### src/rtl/vn_pkg.sv
// ----------------------------------------------------------------------------
// vn_pkg: shared types for the vector normalisation unit
// Holds the data widths, the step counts of the two cell chains and the
// records that travel along them.
// ----------------------------------------------------------------------------
package vn_pkg;

  localparam int CompW   = 32;            // component width, Q16.16
  localparam int SqW     = 2 * CompW;     // square and sum of squares
  localparam int RootW   = CompW;         // magnitude width
  localparam int RemW    = RootW + 3;     // square-root remainder width
  localparam int QuoW    = 31;            // quotient bits 30 down to 0
  localparam int DivRemW = RootW + 1;     // divider partial remainder width
  localparam int Lanes   = 3;
  localparam int SqrtSteps = RootW;
  localparam int DivSteps  = QuoW;

  // Record carried along the square-root chain.
  typedef struct packed {
    logic [RemW-1:0]             rem;
    logic [RootW-1:0]            root;
    logic [SqW-1:0]              rad;
    logic [Lanes-1:0][CompW-1:0] mag_abs;
    logic [Lanes-1:0]            neg;
    logic                        zero;
  } vn_sqrt_t;

  // Record carried along the divider chain.
  typedef struct packed {
    logic [Lanes-1:0][DivRemW-1:0] rem;
    logic [Lanes-1:0][QuoW-1:0]    quo;
    logic [Lanes-1:0]              nbit;
    logic [RootW-1:0]              mag;
    logic [Lanes-1:0]              neg;
    logic                          zero;
  } vn_div_t;

endpackage

### src/rtl/vn_div_cell.sv
// ----------------------------------------------------------------------------
// vn_div_cell: one quotient bit for all three lanes
// Restoring division step against the shared magnitude, then registers.
// ----------------------------------------------------------------------------
module vn_div_cell
  import vn_pkg::*;
(
  input  logic    clk,
  input  logic    rst_n,
  input  logic    valid_i,
  input  vn_div_t data_i,
  output logic    valid_o,
  output vn_div_t data_o
);

  logic               valid_r;
  vn_div_t            data_r;
  vn_div_t            data_nxt;
  logic [DivRemW-1:0] rem_sh;
  logic [DivRemW-1:0] dvsr;
  logic               take;

  always_comb begin
    data_nxt = data_i;
    dvsr     = {1'b0, data_i.mag};
    rem_sh   = '0;
    take     = 1'b0;
    for (int l = 0; l < Lanes; l++) begin
      rem_sh = {data_i.rem[l][DivRemW-2:0], data_i.nbit[l]};
      take   = (rem_sh >= dvsr);
      data_nxt.rem[l] = take ? (rem_sh - dvsr) : rem_sh;
      data_nxt.quo[l] = {data_i.quo[l][QuoW-2:0], take};
    end
    // Only the first step brings down a dividend bit; the rest are zeros.
    data_nxt.nbit = '0;
  end

  always_ff @(posedge clk) begin
    if (!rst_n) begin
      valid_r <= 1'b0;
    end else begin
      valid_r <= valid_i;
    end
    data_r <= data_nxt;
  end

  assign valid_o = valid_r;
  assign data_o  = data_r;

endmodule

### config.mk
export PLATFORM = sky130hd
export DESIGN_NAME = vn_div_cell
export DESIGN_NICKNAME = d
export VERILOG_FILES = /design/src/rtl/vn_pkg.sv /design/src/rtl/vn_div_cell.sv
export SDC_FILE = /design/constraint.sdc
export NUM_CORES = 1
export LEC_CHECK = 0
export BUFFER_PORTS_ARGS = -buffer_cell sky130_fd_sc_hd__clkbuf_2
export CAP_MARGIN = 15
export CORE_AREA = 2 2 180 182
export DETAILED_ROUTE_END_ITERATION = 7
export DIE_AREA = 0 0 182 184
export PLACE_DENSITY = 0.64
export SLEW_MARGIN = 20
export SYNTH_ARGS = -nofsm -noshare
export SYNTH_HDL_FRONTEND = slang
export SYNTH_SLANG_ARGS = --single-unit
### constraint.sdc
create_clock -name clk -period 3.79 [get_ports clk]
set_clock_uncertainty 0.05 [all_clocks]
set_input_delay 0.1895 -clock clk [delete_from_list [all_inputs] [get_ports clk]]
set_output_delay 0.1895 -clock clk [all_outputs]
set_load 0.03 [all_outputs]
==> impl_metrics.env <==
export IMPL_status="finished clean"
export IMPL_ys_types=75
export IMPL_maxSlewViolCount=0
export IMPL_ant_nets=0
export IMPL_io_buffers=456
export IMPL_rsz0062_at_grt="false"
export IMPL_finish_utilization_pct=54.1
export IMPL_fin_worst_hold_slack_ps=251
export IMPL_crit_path_start_kind="input pin"
export IMPL_hold_viol=0
export IMPL_start_util_pct=35.3
export IMPL_synth_compound_area_share_pct=21.5
export IMPL_holdPathStages=2
export IMPL_cp_slowest_cell="dlygate4sd3_1"
export IMPL_synthCells=1220
export IMPL_grt_use_total_pct=25.8
export IMPL_final_nets=2244
export IMPL_synthArstFlopShare_pct=0
export IMPL_cts_tree="yes"
export IMPL_grt_ovfl_total=0
export IMPL_synth_edff_count=0
export IMPL_path_clk_slew_ps=60
export IMPL_gp_congestion=0.923
export IMPL_grt_pass1_wl_mm=67.0
export IMPL_synth_top_family_by_area="compound AO/OA/AOI/OAI gates"
export IMPL_hp_class="input pin to register"
export IMPL_synthAdderAreaFrac_pct=11.4
export IMPL_powerDensity_nw_per_um2=467
export IMPL_fill_cells=2802
export IMPL_die_w_um=182
export IMPL_clk_path_buf_depth=3
export IMPL_grt_max_degree=45
export IMPL_drtIter0Drc=468
export IMPL_cts_sinks=229
export IMPL_crit_path_max_incr_delay_ps=560
export IMPL_path_buf_inv=4
export IMPL_antenna_found_initial=0
export IMPL_vdd_drop_max_mv=0.329
export IMPL_finalPower_mw=7.93
export IMPL_num_vias=11600
export IMPL_cts_made_buffers=26
export IMPL_ys_ff_latch=229
export IMPL_timing_fmax_mhz=279
export IMPL_end_kind="register"
export IMPL_crit_fanout=5
export IMPL_core_area_um2=31400
export IMPL_period_share_pct=94.7
export IMPL_placed_cell_area_um2=13800
export IMPL_dp_cells=2058
export IMPL_finalSetupViolCount=0
export IMPL_die_h_um=184
export IMPL_dp_slack_ps=345
export IMPL_drt_pre_antenna_iters=5
export IMPL_p_leak_nw=8.35
export IMPL_yosysWarningCount=0
export IMPL_die_area_um2=33500
export IMPL_instances_no_fill=2332
export IMPL_cpMostUsedCell="a21oi_1"
export IMPL_synth_xor_area_share_pct=6.40
export IMPL_whs_endpoint="data_o[73]"
export IMPL_hp_start="data_i[72]"
export IMPL_post_dp_hpwl_mm=34.9
export IMPL_cp_cell_sequence="dlygate4sd3_1 -> clkbuf_2 -> inv_1 -> ha_1 -> nand3_1 -> a21oi_1 -> o311ai_0 -> o21ai_0 -> a31o_2 -> a2111oi_0 -> buf_4 -> o31a_1 -> xor2_1 -> a21oi_1"
export IMPL_h_tree_depth=1
export IMPL_cts_root_buf="clkbuf_16"
export IMPL_required_ps=4110
export IMPL_viasPerCell=4.98
export IMPL_wl_per_cell_um=19.3
export IMPL_synth_area_um2=11100
export IMPL_crit_arrival_ps=3910
export IMPL_cts_repair_resized=0
export IMPL_synth_area_per_cell_um2=9.08
export IMPL_ios=466
export IMPL_antennaDiodeCount=0
export IMPL_yosys_most_used_dff="dfxtp_1"
export IMPL_synth_yosys_seq_area_share_pct=41.4
export IMPL_grt_pass1_vias=11900
export IMPL_setup_tns_ps=0
export IMPL_yosys_area_share_simple_pct=13.2
export IMPL_final_area_um2=17000
export IMPL_drcViolationCount=0
export IMPL_cts_hold_buf=227
export IMPL_syn2layout_area_growth_pct=53.3
export IMPL_post_synth_mux_area_share_pct=2.20
export IMPL_crit_type="input pin to register"
export IMPL_num_rows=65
export IMPL_finalCriticalPeriod_ps=3590
export IMPL_maxCapViolCount=0
export IMPL_drive_gt1_share_pct=28.6
export IMPL_wl_mm=45.0
export IMPL_fin_ws_ps=201
export IMPL_worstMarginPinSlew_ps=704
export IMPL_cp_top_family="compound AO/OA/AOI/OAI gates"
export IMPL_relSlewSlack_pct=53.0
export IMPL_cts_setup_buffers=0
## registers in the layout, summed over array words and instances, names as in the netlist
name,flops
data_o,228
valid_o,1
## area by class of cell
type | count | area [um2] | share of cell area (%)
tap | 402 | 503 | 2.96
clock inverter | 13 | 110 | 0.648
timing repair buffer | 705 | 4730 | 27.8
multi-input combinational | 891 | 6080 | 35.8
inverter | 58 | 218 | 1.28
clock buffer | 34 | 762 | 4.48
sequential | 229 | 4580 | 27.0
## routing by layer
metal | part of all wire (%) | GRT usage [%]
met1 | 40 | 29.6
met2 | 48 | 45.5
met3 | 6.4 | 4.95
met4 | 5.4 | 13.7
met5 | 0 | 0
## cells in the final DEF (no fill, tap or decap), types with 7 or more instances in the layout
cell type	count
o21ai_1	30
buf_4	21
nand4_1	17
nor3_1	15
clkbuf_2	456
ha_1	96
xnor2_1	46
and2_1	7
mux2_2	16
o31ai_1	13
a21o_1	60
nand2b_1	24
xor2_1	35
nand3_1	19
clkbuf_16	27
o21bai_1	10
and3_1	9
inv_1	55
a21oi_1	102
a31oi_1	7
nand2_1	110
nor2_1	83
a211oi_1	10
dlygate4sd3_1	227
dfxtp_1	229
nor2b_1	10
o21ai_0	67
o21a_1	14
## worst max path at each step
stage / depth (start not counted) / from / endpoint
2_1_floorplan: 12 / data_i[13] / data_o[230]
3_3_place_gp: 13 / data_i[8] / data_o[164]
3_5_place_dp: 13 / data_i[8] / data_o[136]
4_1_cts: 14 / data_i[8] / data_o[164]
5_1_grt: 15 / data_i[7] / data_o[171]
6_report: 14 / data_i[7] / data_o[196]
## cell usage after synthesis (24+ instances only)
| library cell | n | area share, % |
|---|---|---|
| clkbuf_1 | 26 | 0.88 |
| a21o_1 | 60 | 4.1 |
| o21ai_0 | 67 | 3.0 |
| ha_1 | 96 | 11 |
| nand2_1 | 110 | 3.7 |
| xnor2_1 | 46 | 3.6 |
| inv_1 | 55 | 1.9 |
| dfxtp_1 | 229 | 41 |
| nand2b_1 | 24 | 1.4 |
| o21ai_1 | 30 | 1.4 |
| a21oi_1 | 102 | 4.6 |
| nor2_1 | 83 | 2.8 |
| xor2_1 | 35 | 2.8 |
## power breakdown
part	switching (mW)	internal, mW	leakage (nW)
Clock	1.05	1.49	0.432
Combinational	1.63	0.959	5.98
Sequential	0.0992	2.71	1.93
Total	2.77	5.16	8.35
## cells by family (layout without fill, tap and decap cells)
family	after synthesis	count (layout)
AO/OA/AOI/OAI	372	372
AND/OR/NAND/NOR	314	314
flip-flops	229	229
buffers and inverters	102	810
adder cells (fa/ha/maj)	99	99
XOR/XNOR	81	81
multiplexers	22	22
other	1	3
(Power assumes the default switching activity.)
