$ cat config.mk
export PLATFORM = sky130hd
export DESIGN_NAME = vn_sqrt_cell
export DESIGN_NICKNAME = d
export VERILOG_FILES = /design/src/rtl/vn_pkg.sv /design/src/rtl/vn_sqrt_cell.sv
export SDC_FILE = /design/constraint.sdc
export NUM_CORES = 1
export LEC_CHECK = 0
export ABC_AREA = 1
export BUFFER_PORTS_ARGS = -buffer_cell sky130_fd_sc_hd__buf_2
export CORE_AREA = 2 2 179 181
export CTS_BUF_LIST = sky130_fd_sc_hd__clkbuf_2
export CTS_CLUSTER_SIZE = 12
export DETAILED_ROUTE_END_ITERATION = 6
export DIE_AREA = 0 0 181 183
export PLACE_DENSITY_LB_ADDON = 0.25
export SETUP_SLACK_MARGIN = 0.15
export SYNTH_ARGS = -nofsm -noshare
export SYNTH_HDL_FRONTEND = slang
export SYNTH_SLANG_ARGS = --single-unit
$ cat constraint.sdc
create_clock -name clk -period 4.4 [get_ports clk]
set_input_delay 0.22 -clock clk [delete_from_list [all_inputs] [get_ports clk]]
set_output_delay 0.22 -clock clk [all_outputs]
set_load 0.02 [all_outputs]
$ cat src/rtl/vn_pkg.sv
// ----------------------------------------------------------------------------
// vn_pkg: shared types for the vector normalisation unit
// Holds the data widths, the step counts of the two cell chains and the
// records that travel along them.
// ----------------------------------------------------------------------------
package vn_pkg;

  localparam int CompW   = 32;            // component width, Q16.16
  localparam int SqW     = 2 * CompW;     // square and sum of squares
  localparam int RootW   = CompW;         // magnitude width
  localparam int RemW    = RootW + 3;     // square-root remainder width
  localparam int QuoW    = 31;            // quotient bits 30 down to 0
  localparam int DivRemW = RootW + 1;     // divider partial remainder width
  localparam int Lanes   = 3;
  localparam int SqrtSteps = RootW;
  localparam int DivSteps  = QuoW;

  // Record carried along the square-root chain.
  typedef struct packed {
    logic [RemW-1:0]             rem;
    logic [RootW-1:0]            root;
    logic [SqW-1:0]              rad;
    logic [Lanes-1:0][CompW-1:0] mag_abs;
    logic [Lanes-1:0]            neg;
    logic                        zero;
  } vn_sqrt_t;

  // Record carried along the divider chain.
  typedef struct packed {
    logic [Lanes-1:0][DivRemW-1:0] rem;
    logic [Lanes-1:0][QuoW-1:0]    quo;
    logic [Lanes-1:0]              nbit;
    logic [RootW-1:0]              mag;
    logic [Lanes-1:0]              neg;
    logic                          zero;
  } vn_div_t;

endpackage

$ cat src/rtl/vn_sqrt_cell.sv
// ----------------------------------------------------------------------------
// vn_sqrt_cell: one digit of the integer square root
// Brings down two radicand bits and decides one root bit, then registers.
// ----------------------------------------------------------------------------
module vn_sqrt_cell
  import vn_pkg::*;
(
  input  logic     clk,
  input  logic     rst_n,
  input  logic     valid_i,
  input  vn_sqrt_t data_i,
  output logic     valid_o,
  output vn_sqrt_t data_o
);

  logic              valid_r;
  vn_sqrt_t          data_r;
  vn_sqrt_t          data_nxt;
  logic [RemW-1:0]   rem_sh;
  logic [RemW-1:0]   trial;
  logic              take;

  always_comb begin
    rem_sh   = {data_i.rem[RemW-3:0], data_i.rad[SqW-1 -: 2]};
    trial    = {1'b0, data_i.root, 2'b01};
    take     = (rem_sh >= trial);
    data_nxt = data_i;
    data_nxt.rem  = take ? (rem_sh - trial) : rem_sh;
    data_nxt.root = {data_i.root[RootW-2:0], take};
    data_nxt.rad  = {data_i.rad[SqW-3:0], 2'b00};
  end

  always_ff @(posedge clk) begin
    if (!rst_n) begin
      valid_r <= 1'b0;
    end else begin
      valid_r <= valid_i;
    end
    data_r <= data_nxt;
  end

  assign valid_o = valid_r;
  assign data_o  = data_r;

endmodule

==> impl_metrics.prom, run 1 <==
# TYPE chip_impl_metric gauge
chip_impl_info{name="status",value="stopped before the end"} 1
chip_impl_metric{name="post_synth_fa_ha_maj_area_fraction",unit="%"} 5.50
chip_impl_metric{name="mean_syn_cell_area",unit="um2"} 8.66
chip_impl_info{name="synth_area_leader_cell",value="sky130_fd_sc_hd__dfxtp_1"} 1
chip_impl_info{name="flow.first_error",value="[ERROR RSZ-0060] Max buffer count reached."} 1
chip_impl_info{name="post_synth_main_area_contributors",value="sky130_fd_sc_hd__dfxtp_1 (60%), sky130_fd_sc_hd__nand2_1 (15%), sky130_fd_sc_hd__inv_1 (6.0%)"} 1
chip_impl_metric{name="post_cts_resize_count",unit=""} 0
chip_impl_metric{name="synth_seq_area_share",unit="%"} 59.5
chip_impl_metric{name="floorplan.die.width",unit="um"} 181
chip_impl_metric{name="synth.lib_cells_used.distinct",unit=""} 28
chip_impl_info{name="clock_tree.root_cell",value="sky130_fd_sc_hd__clkbuf_2"} 1
chip_impl_metric{name="hpwlAfterDp",unit="um"} 27600
chip_impl_metric{name="io-pin-count",unit=""} 466
chip_impl_metric{name="synth_compound_area_share",unit="%"} 3.01
chip_impl_metric{name="post_synth_and_or_nand_nor_area_fraction",unit="%"} 22.3
chip_impl_metric{name="cts.path.max_buffers",unit=""} 3
chip_impl_metric{name="yosys-mux-area-fraction",unit="%"} 0
chip_impl_metric{name="netlist_area",unit="um2"} 7740
chip_impl_metric{name="floorplan.initialDensity",unit="%"} 24.8
chip_impl_metric{name="synthesis.instances",unit=""} 893
chip_impl_metric{name="clock_sinks",unit=""} 230
chip_impl_metric{name="routabilityCongestion",unit=""} 0.908
chip_impl_metric{name="holdBufCountCts",unit=""} 372
chip_impl_info{name="dominant_combinational_cell_family_by_area_after_synthesis",value="simple AND/OR/NAND/NOR gates"} 1
chip_impl_metric{name="die_h",unit="um"} 183
chip_impl_metric{name="synthXorXnorAreaFrac",unit="%"} 2.04
chip_impl_metric{name="cts-buffers-inserted",unit=""} 60
chip_impl_metric{name="cts_post_setup_buffers_inserted",unit=""} 0
chip_impl_metric{name="port_buffers",unit=""} 461
chip_impl_metric{name="synthDominantCellAreaShare",unit="%"} 59.5
chip_impl_metric{name="rows",unit=""} 65
chip_impl_metric{name="yosys_warnings",unit=""} 0
chip_impl_info{name="stage_reached",value="4_1_cts"} 1
chip_impl_metric{name="cts_max_level",unit=""} 2
chip_impl_metric{name="postSynthRegisterBits",unit=""} 230
[kinds of logic after synthesis]
logic type      Yosys count
simple gates            424
flops                   230
buf+inv                 144
compound gates           42
fa+ha+maj                34
xor+xnor                 18
other cells               1
[synthesized netlist by cell type (all sizes together)]
| cell type | instances |
|---|---|
| xor2 | 16 |
| nor2 | 52 |
| nand3b | 10 |
| and2 | 1 |
| ha | 34 |
| nor3 | 8 |
| dfxtp | 230 |
| nand4 | 5 |
| a21o | 1 |
| o21a | 2 |
| buf | 8 |
| inv | 136 |
| a21oi | 28 |
| xnor2 | 2 |
| o21bai | 3 |
| nand3 | 35 |
| conb | 1 |
| o21ai | 8 |
| nand2 | 313 |
[through the flow]
step / instances / worst slack (ns) / hold slack (ns) / cell area [um2]
3_5_place_dp: 1749 / 1.69 / 0.324 / 10500
3_3_place_gp: 1749 / 1.72 / 0.323 / 10500
2_1_floorplan: 894 / 2.67 / 0.248 / 7740
==> run 2, diff against run 1 <==
- CORE_AREA: 2 2 179 181 -> 2 2 181 183
- CTS_BUF_LIST: sky130_fd_sc_hd__clkbuf_2 -> default
- CTS_CLUSTER_SIZE: 12 -> default
- DIE_AREA: 0 0 181 183 -> 0 0 183 185
- PLACE_DENSITY_LB_ADDON: 0.25 -> 0.15
- SETUP_SLACK_MARGIN: 0.15 -> default
==> run 2 against run 1 <==
Against the previous run:
- the run now ends clean
- synthesized area did not move
- synthesized cell count did not move
==> impl_metrics.prom, run 2 <==
# TYPE chip_impl_metric gauge
chip_impl_info{name="status",value="complete, no violations"} 1
chip_impl_info{name="rsz0062_at_grt",value="false"} 1
chip_impl_metric{name="postSynthRegisterBits",unit=""} 230
chip_impl_metric{name="routabilityCongestion",unit=""} 0.872
chip_impl_metric{name="crit_required",unit="ns"} 4.86
chip_impl_metric{name="postSynth.asyncResetShare",unit="%"} 0
chip_impl_metric{name="synthDominantCellAreaShare",unit="%"} 59.5
chip_impl_metric{name="cts_post_setup_buffers_inserted",unit=""} 0
chip_impl_metric{name="port_buffers",unit=""} 461
chip_impl_metric{name="synth-edff-count",unit=""} 0
chip_impl_metric{name="post-route-cell-area",unit="um2"} 13600
chip_impl_metric{name="hold-worst-slack",unit="ns"} 0.0430
chip_impl_metric{name="maximum_number_of_pins_on_one_net_before_global_route_repair",unit=""} 38
chip_impl_info{name="most-common-layout-cells",value="sky130_fd_sc_hd__buf_2 (461), sky130_fd_sc_hd__nand2_1 (310), sky130_fd_sc_hd__dfxtp_1 (230)"} 1
chip_impl_metric{name="largest_register_ff_count",unit=""} 229
chip_impl_metric{name="total_global_routing_track_utilization",unit="%"} 19.4
chip_impl_metric{name="cp.arrival",unit="ns"} 3.11
chip_impl_metric{name="power.density",unit="nW/um2"} 408
chip_impl_metric{name="fmaxAchievable",unit="MHz"} 378
chip_impl_metric{name="nNetsFinal",unit=""} 1873
chip_impl_metric{name="setup_violations",unit=""} 0
chip_impl_metric{name="mean_syn_cell_area",unit="um2"} 8.66
chip_impl_info{name="synth_flop_cell",value="sky130_fd_sc_hd__dfxtp_1"} 1
chip_impl_metric{name="drt-wirelength-per-cell",unit="um"} 16.9
chip_impl_metric{name="hpwlAfterDp",unit="um"} 26800
chip_impl_metric{name="min_period_over_period",unit="%"} 60.2
chip_impl_metric{name="post-route-min-period",unit="ns"} 2.65
chip_impl_metric{name="fp.dieArea",unit="um2"} 33900
chip_impl_metric{name="initialDrtViolationCount",unit=""} 204
chip_impl_metric{name="timing.setup.tns",unit="ns"} 0
chip_impl_metric{name="floorplan.die.width",unit="um"} 183
chip_impl_info{name="post-synth-top-count-cell",value="sky130_fd_sc_hd__nand2_1"} 1
chip_impl_metric{name="synthesis.instances",unit=""} 893
chip_impl_info{name="tritoncts",value="built"} 1
chip_impl_metric{name="io-pin-count",unit=""} 466
chip_impl_metric{name="core",unit="um2"} 32000
chip_impl_metric{name="via_count_of_the_first_global_routing_pass",unit=""} 8441
chip_impl_info{name="clock_tree.root_cell",value="sky130_fd_sc_hd__clkbuf_16"} 1
chip_impl_info{name="synth_area_leader_cell",value="sky130_fd_sc_hd__dfxtp_1"} 1
chip_impl_metric{name="ant_nets",unit=""} 0
chip_impl_metric{name="synth_seq_area_share",unit="%"} 59.5
chip_impl_metric{name="report.final.slew_viol_count",unit=""} 0
chip_impl_metric{name="finalHoldViolCount",unit=""} 0
chip_impl_metric{name="place.detailed.instances",unit=""} 1755
chip_impl_metric{name="cts_max_level",unit=""} 1
chip_impl_metric{name="fin_cells",unit=""} 2036
chip_impl_metric{name="max_cap_violations",unit=""} 0
chip_impl_info{name="path_class",value="input pin to flop"} 1
chip_impl_metric{name="power.leakage",unit="nW"} 7.23
chip_impl_metric{name="rows",unit=""} 66
chip_impl_metric{name="clock_sinks",unit=""} 230
chip_impl_metric{name="cts-buffers-inserted",unit=""} 27
chip_impl_metric{name="die_h",unit="um"} 185
chip_impl_metric{name="global_route_wire_length_before_repair",unit="um"} 49400
chip_impl_metric{name="cts.path.max_buffers",unit=""} 3
chip_impl_info{name="holdPathEnd",value="data_o[197]"} 1
chip_impl_info{name="post_synth_main_area_contributors",value="sky130_fd_sc_hd__dfxtp_1 (60%), sky130_fd_sc_hd__nand2_1 (15%), sky130_fd_sc_hd__inv_1 (6.0%)"} 1
chip_impl_metric{name="finalWirelength",unit="um"} 34500
chip_impl_metric{name="signed_area_change_from_the_synthesized_netlist_to_the_final_layout",unit="%"} 76.2
chip_impl_metric{name="grt_antenna_before_repair",unit=""} 10
chip_impl_metric{name="drt_pre_antenna_iters",unit=""} 4
chip_impl_metric{name="drive_gt1_share",unit="%"} 32.3
chip_impl_metric{name="netlist_area",unit="um2"} 7740
chip_impl_metric{name="max-slew-margin-rel",unit="%"} 46.6
chip_impl_info{name="post_synth_most_frequent_cells",value="sky130_fd_sc_hd__nand2_1 (310), sky130_fd_sc_hd__dfxtp_1 (230), sky130_fd_sc_hd__inv_1 (123)"} 1
chip_impl_metric{name="worst-path-max-fanout",unit=""} 37
chip_impl_metric{name="floorplan.initialDensity",unit="%"} 24.1
chip_impl_metric{name="synth.lib_cells_used.distinct",unit=""} 28
chip_impl_metric{name="drc",unit=""} 0
chip_impl_metric{name="via_count",unit=""} 8077
chip_impl_info{name="worst_setup_path_start_kind",value="input pin"} 1
chip_impl_metric{name="via_per_inst",unit=""} 3.97
chip_impl_info{name="worst_min_delay_path_category",value="input pin to flop"} 1
chip_impl_info{name="end_kind",value="flop"} 1
chip_impl_metric{name="timing_worst_slew_pin_value",unit="ns"} 0.792
chip_impl_metric{name="grt-ovfl-total",unit=""} 0
chip_impl_metric{name="worst_case_vdd_ir_drop",unit="uV"} 265
chip_impl_metric{name="clkTransAtPathRegs",unit="ns"} 0.06
chip_impl_metric{name="min_path_cells",unit=""} 3
chip_impl_metric{name="yosys_warnings",unit=""} 0
chip_impl_info{name="hold_path.startpoint",value="data_i[163]"} 1
chip_impl_info{name="most_common_cell_after_layout_fill_and_taps_aside",value="sky130_fd_sc_hd__buf_2"} 1
chip_impl_metric{name="place_area",unit="um2"} 10500
## run 2: cell counts after synthesis
Identical to the previous run, type by type.
## run 2: critical path, cell delays in order
cell and delay [ns]:
sky130_fd_sc_hd__dlygate4sd3_1 0.57, sky130_fd_sc_hd__buf_2 0.13, sky130_fd_sc_hd__inv_1 0.06, sky130_fd_sc_hd__ha_1 0.35
sky130_fd_sc_hd__nand2_1 0.12, sky130_fd_sc_hd__inv_2 0.05, sky130_fd_sc_hd__nand2_1 0.06, sky130_fd_sc_hd__nand3_1 0.11
sky130_fd_sc_hd__a21oi_1 0.20, sky130_fd_sc_hd__nand3_1 0.19, sky130_fd_sc_hd__nand3_1 0.16, sky130_fd_sc_hd__nand2_4 0.27
sky130_fd_sc_hd__inv_4 0.43, sky130_fd_sc_hd__nand2_1 0.10, sky130_fd_sc_hd__nand2_1 0.07
## run 2: what timing repair did
action | CTS | global route
gates resized for setup | 0 | 0
endpoints found under the hold margin | 228 | 0
hold buffers | 229 | 0
## run 2: stage by stage
stage               utilization (%)  setup slack [ns]  total power [W]
CTS                            42.5              1.65          0.00564
finish                         42.6              1.75          0.00557
global route                   42.5              1.40          0.00583
floorplan                         -              2.67          0.00288
global placement               32.7              1.72          0.00328
detailed placement             32.7              1.70          0.00328
## run 2: worst max-delay path by stage
stage	endpoint	startpoint	slack, ns	depth (start not counted)
CTS	data_o[219]	data_i[179]	1.65	15
global route	data_o[220]	data_i[180]	1.40	15
finish	data_o[215]	data_i[180]	1.75	15
global placement	data_o[224]	data_i[180]	1.72	14
floorplan	data_o[222]	data_i[177]	2.67	13
detailed placement	data_o[219]	data_i[180]	1.70	14
## run 2: cell type report
cell class                 instances  area [um2]
tap                              408         510
timing repair buffer             690        4600
clock buffer                      37         733
clock inverter                    11         113
sequential                       230        4600
antenna                            4        10.0
fill                            3327       18400
multi-input combinational        520        2550
inverter                         136         513
## run 2: logic make-up (layout without fill, tap and decap cells)
family	Yosys count	count (layout)	synth area share, %
AO/OA/AOI/OAI	42	42	3.01
XOR/XNOR	18	18	2.04
adder cells (fa/ha/maj)	34	34	5.50
buffers and inverters	144	874	7.55
flip-flops	230	230	59.5
other	1	6	0.0485
AND/OR/NAND/NOR	424	424	22.3
## run 2: per-layer routing
metal	up-vias	global-route usage [%]	share of wire, %
li1	4141	-	-
met1	3612	22.6	42
met2	251	34.7	48
met3	63	4.88	6.6
met4	10	6.27	3.2
met5	-	0	0.20
## run 2: where the power goes
group	switching [W]	internal, W
Combinational	0.000669	0.000454
Sequential	0.0000381	0.00224
Clock	0.000888	0.00128
Note: power is estimated with default switching activity, not from simulation.
